==> config.mk <==
export PLATFORM = sky130hd
export DESIGN_NAME = ldts_ctrl
export DESIGN_NICKNAME = d
export VERILOG_FILES = /design/src/rtl/ldts_pkg.sv /design/src/rtl/ldts_ctrl.sv
export SDC_FILE = /design/constraint.sdc
export NUM_CORES = 1
export LEC_CHECK = 0
export ABC_AREA = 1
export BUFFER_PORTS_ARGS = -buffer_cell sky130_fd_sc_hd__buf_2
export CAP_MARGIN = 20
export CORE_AREA = 3 3 40 42
export DETAILED_ROUTE_END_ITERATION = 10
export DIE_AREA = 0 0 43 45
export HOLD_SLACK_MARGIN = 0.02
export PLACE_DENSITY = 0.5
export SETUP_SLACK_MARGIN = 0.02
export SKIP_CTS_REPAIR_TIMING = 1
export SLEW_MARGIN = 40
export SYNTH_ARGS = -nofsm -noshare
export SYNTH_HDL_FRONTEND = slang
export SYNTH_SLANG_ARGS = --single-unit
==> constraint.sdc <==
create_clock -name clk -period 2 [get_ports clk]
set_input_delay 0.2 -clock clk [delete_from_list [all_inputs] [get_ports clk]]
set_output_delay 0.2 -clock clk [all_outputs]
set_load 0.01 [all_outputs]
==> src/rtl/ldts_pkg.sv <==
package ldts_pkg;

  localparam int STATE_W = 6;
  localparam int TYPE_W  = 3;
  localparam int EVENT_W = 2;
  localparam int LABEL_W = 8;
  localparam int START_W = 8;
  localparam int SIZE_W  = 9;

  localparam logic [1:0] OP_BLOCK_WR = 2'd0;
  localparam logic [1:0] OP_LABEL_WR = 2'd1;
  localparam logic [1:0] OP_STEP     = 2'd2;

  typedef struct packed {
    logic [1:0]         opcode;
    logic [STATE_W-1:0] state_id;
    logic [TYPE_W-1:0]  scatter_type;
    logic [EVENT_W-1:0] scatter_event;
    logic [LABEL_W-1:0] label_index;
    logic               allowed;
    logic               has_empty;
    logic [STATE_W-1:0] empty_next;
    logic [START_W-1:0] block_start;
    logic [SIZE_W-1:0]  block_size;
    logic [STATE_W-1:0] label_next;
  } item_t;

  typedef struct packed {
    logic [STATE_W-1:0] next_state;
    logic               matched;
  } result_t;

  typedef struct packed {
    logic               allowed;
    logic               has_empty;
    logic [STATE_W-1:0] empty_next;
    logic [START_W-1:0] start;
    logic [SIZE_W-1:0]  size;
  } blk_entry_t;

  typedef enum logic [2:0] {
    ST_CLEAR,
    ST_IDLE,
    ST_LOOKUP,
    ST_REDUCE,
    ST_SEARCH,
    ST_FINISH
  } ctrl_state_t;

  typedef struct packed {
    logic clear;
    logic accept_ok;
    logic lookup;
    logic reduce;
    logic search;
    logic finish;
  } ctrl_cmd_t;

  typedef struct packed {
    logic clear_last;
    logic step_accept;
    logic need_search;
    logic ptr_reduced;
    logic search_done;
    logic out_free;
  } ctrl_status_t;

endpackage

==> src/rtl/ldts_ctrl.sv <==
module ldts_ctrl import ldts_pkg::*; (
  input  logic         clk,
  input  logic         rst,
  input  ctrl_status_t status,
  output ctrl_cmd_t    cmd
);

  ctrl_state_t state, state_next;

  always_ff @(posedge clk) begin
    if (rst) begin
      state <= ST_CLEAR;
    end else begin
      state <= state_next;
    end
  end

  always_comb begin
    state_next = state;
    cmd = '0;
    unique case (state)
      ST_CLEAR: begin
        cmd.clear = 1'b1;
        if (status.clear_last) state_next = ST_IDLE;
      end
      ST_IDLE: begin
        cmd.accept_ok = 1'b1;
        if (status.step_accept) state_next = ST_LOOKUP;
      end
      ST_LOOKUP: begin
        cmd.lookup = 1'b1;
        state_next = status.need_search ? ST_REDUCE : ST_FINISH;
      end
      ST_REDUCE: begin
        cmd.reduce = 1'b1;
        if (status.ptr_reduced) state_next = ST_SEARCH;
      end
      ST_SEARCH: begin
        cmd.search = 1'b1;
        if (status.search_done) state_next = ST_FINISH;
      end
      ST_FINISH: begin
        cmd.finish = 1'b1;
        if (status.out_free) state_next = ST_IDLE;
      end
      default: begin
        state_next = ST_CLEAR;
      end
    endcase
  end

endmodule

==> impl_metrics.toml <==
[status]
outcome = "complete, no violations"

[sta]
max_freq_mhz = 716
fin_crit_ns = 1.40
skew_ns = 0.00268
fin_ws_ns = 0.604
rsz0062_at_grt = "no"
fin_crit_sh_pct = 69.8
slew_viol_final = 0
slew_headroom_pct = 74.9
hold_viol = 0
whs_ns = 0.235
setup_tns_ns = 0
finalSetupViolCount = 0
worstMarginPinSlew_ns = 0.376

[setup_path]
regToRegStartpoint = "state[1]"
crit_required_ns = 1.80
worstPathMaxFanout = 7
crit_arrival_ns = 1.20
crit_path_end_kind = "primary output"
rr_worst_depth = 9
slowest_stage = "dfxtp_1"
critical_path_buf_inv_count = 2
worst_path_largest_cell_delay_ns = 0.46
critical_path_class = "flip-flop to primary output"
crit_family = "flip-flops"
rrSetupSlack_ns = 0.74
r2r_end = "state[0]"
crit_chain = "inv_2 > nor3_1 > buf_2"
crit_path_start_kind = "flip-flop"

[clocking]
cts_buffer_depth = 2
cts_htree_levels = 1
clk_latency_ns = 0.23
clock-sinks = 3
clockRootBuffer = "clkbuf_4"
cts_tree = "built"
cts_made_buffers = 3
clk_pin_slew_ns = 0.03

[final_layout]
fillers = 173
drive_above_1_share_pct = 31.5
fin_nets = 82
syn2layout_area_growth_pct = 27.1
largest_reg_flops = 3
largest_register = "state"
diodes = 0
design_area_um2 = 417
reg_top3 = "state (3)"

[routing]
drt-pass1-iter-count = 4
via_per_inst = 4.14
wl_per_cell_um = 8.27
drt_wl_total_um = 728
dr.first_iter.drc_count = 2
drc = 0
drtAntennaViolNets = 0
vias = 364

[die]
io_pins = 14
start_util_pct = 25.5
die_area_um2 = 1940
core_um2 = 1280
die_w_um = 43
die_h_um = 45
row_count = 13

[logic_synthesis]
avgSynthCellArea_um2 = 5.65
synth.distinct_cells = 17
synthesis.area_um2 = 328
netlist_instances = 58
yosys_warnings = 0
yosysSeqAreaShare_pct = 18.3
syn_nets = 66
ys_seq_elements = 3

[worst_hold_path]
min_delay_path_depth = 4
holdCritStartpoint = "rst"
hp-class = "input port to flip-flop"
hold_path_end = "state[2]"

[global_routing]
grt_pass1_vias = 291
grt_use_total_pct = 7.32
grt_max_degree = 11
grt_pass1_wl_um = 1100
antenna_found_initial = 0
globalRouteOverflowTotal = 0

[place]
dpl.hpwl_um = 612
preCtsSetupSlack_ns = 0.722
placed_cell_area_um2 = 390
io_buffers = 13
globalplace.congestion = 0.769

[power]
finalPower_uw = 638
pwr_density_cell_nw_per_um2 = 1530
p_leak_uw = 0.000266
ir_drop_uv = 322

[flow_run]
maxCapViolCount = 0
-- worst min-delay path: stages --
cell and delay [ns]:
buf_2 0.10, nor2_1 0.04, nand2_1 0.05, inv_1 0.03
-- placed cells by master, fill, tap and decap left out, drive strengths merged --
master / n
a21oi: 1
buf: 13
clkbuf: 4
dfxtp: 3
inv: 13
nand2: 11
nand3: 7
nand4: 1
nor2: 14
nor3: 5
o21ai: 1
-- cells in the mapped netlist, drive strengths merged --
master / number / area, um2
o21ai: 1 / 5.00
buf: 1 / 7.51
nor2: 14 / 55.1
nand4: 1 / 6.26
dfxtp: 3 / 60.1
a21oi: 1 / 5.00
nand3: 7 / 47.6
nor3: 5 / 25.0
inv: 13 / 51.3
clkbuf: 1 / 13.8
nand2: 11 / 51.3
-- layer usage --
metal	routed length (um)	GRT usage [%]	up-vias	part of all wire, %
met1	320	9.11	151	44
met4	0	3.61	0	0
met3	38	0.398	0	5.2
met5	0	0	-	0
li1	-	-	206	-
met2	369	12.9	7	51
-- per-stage QoR --
step                instances  utilization, %
finish                     88            32.4
CTS                        88            32.4
global placement           84            30.4
floorplan                  58               -
global route               88            32.4
detailed placement         84            30.4
-- layout make-up --
class / count / area, um2 / share of cell area [%]
inverter: 13 / 51.3 / 12.3
sequential: 3 / 60.1 / 14.4
multi-input combinational: 40 / 195 / 46.8
clock buffer: 4 / 26.3 / 6.31
timing repair buffer: 13 / 65.1 / 15.6
tap: 15 / 18.8 / 4.50
-- report_power, final --
group          switching [uW]  leakage, uW  internal, uW
clock network            28.3    0.0000150          74.6
logic                     227     0.000226           150
registers                70.2    0.0000249          88.8
total                     325     0.000266           313
-- kinds of logic after synthesis --
family | Yosys count | synth area share, %
compound gates | 2 | 3.05
simple gates | 38 | 56.5
buf+inv | 15 | 22.1
flops | 3 | 18.3
-- worst max path at each step --
stage | start | to | depth (start not counted)
finish | state[2] | cmd[1] | 3
global placement | state[1] | state[2] | 9
global route | state[2] | cmd[1] | 3
floorplan | state[0] | state[1] | 8
CTS | state[2] | cmd[1] | 3
detailed placement | state[1] | state[0] | 9
No activity file was read; power rests on OpenSTA's default activity.
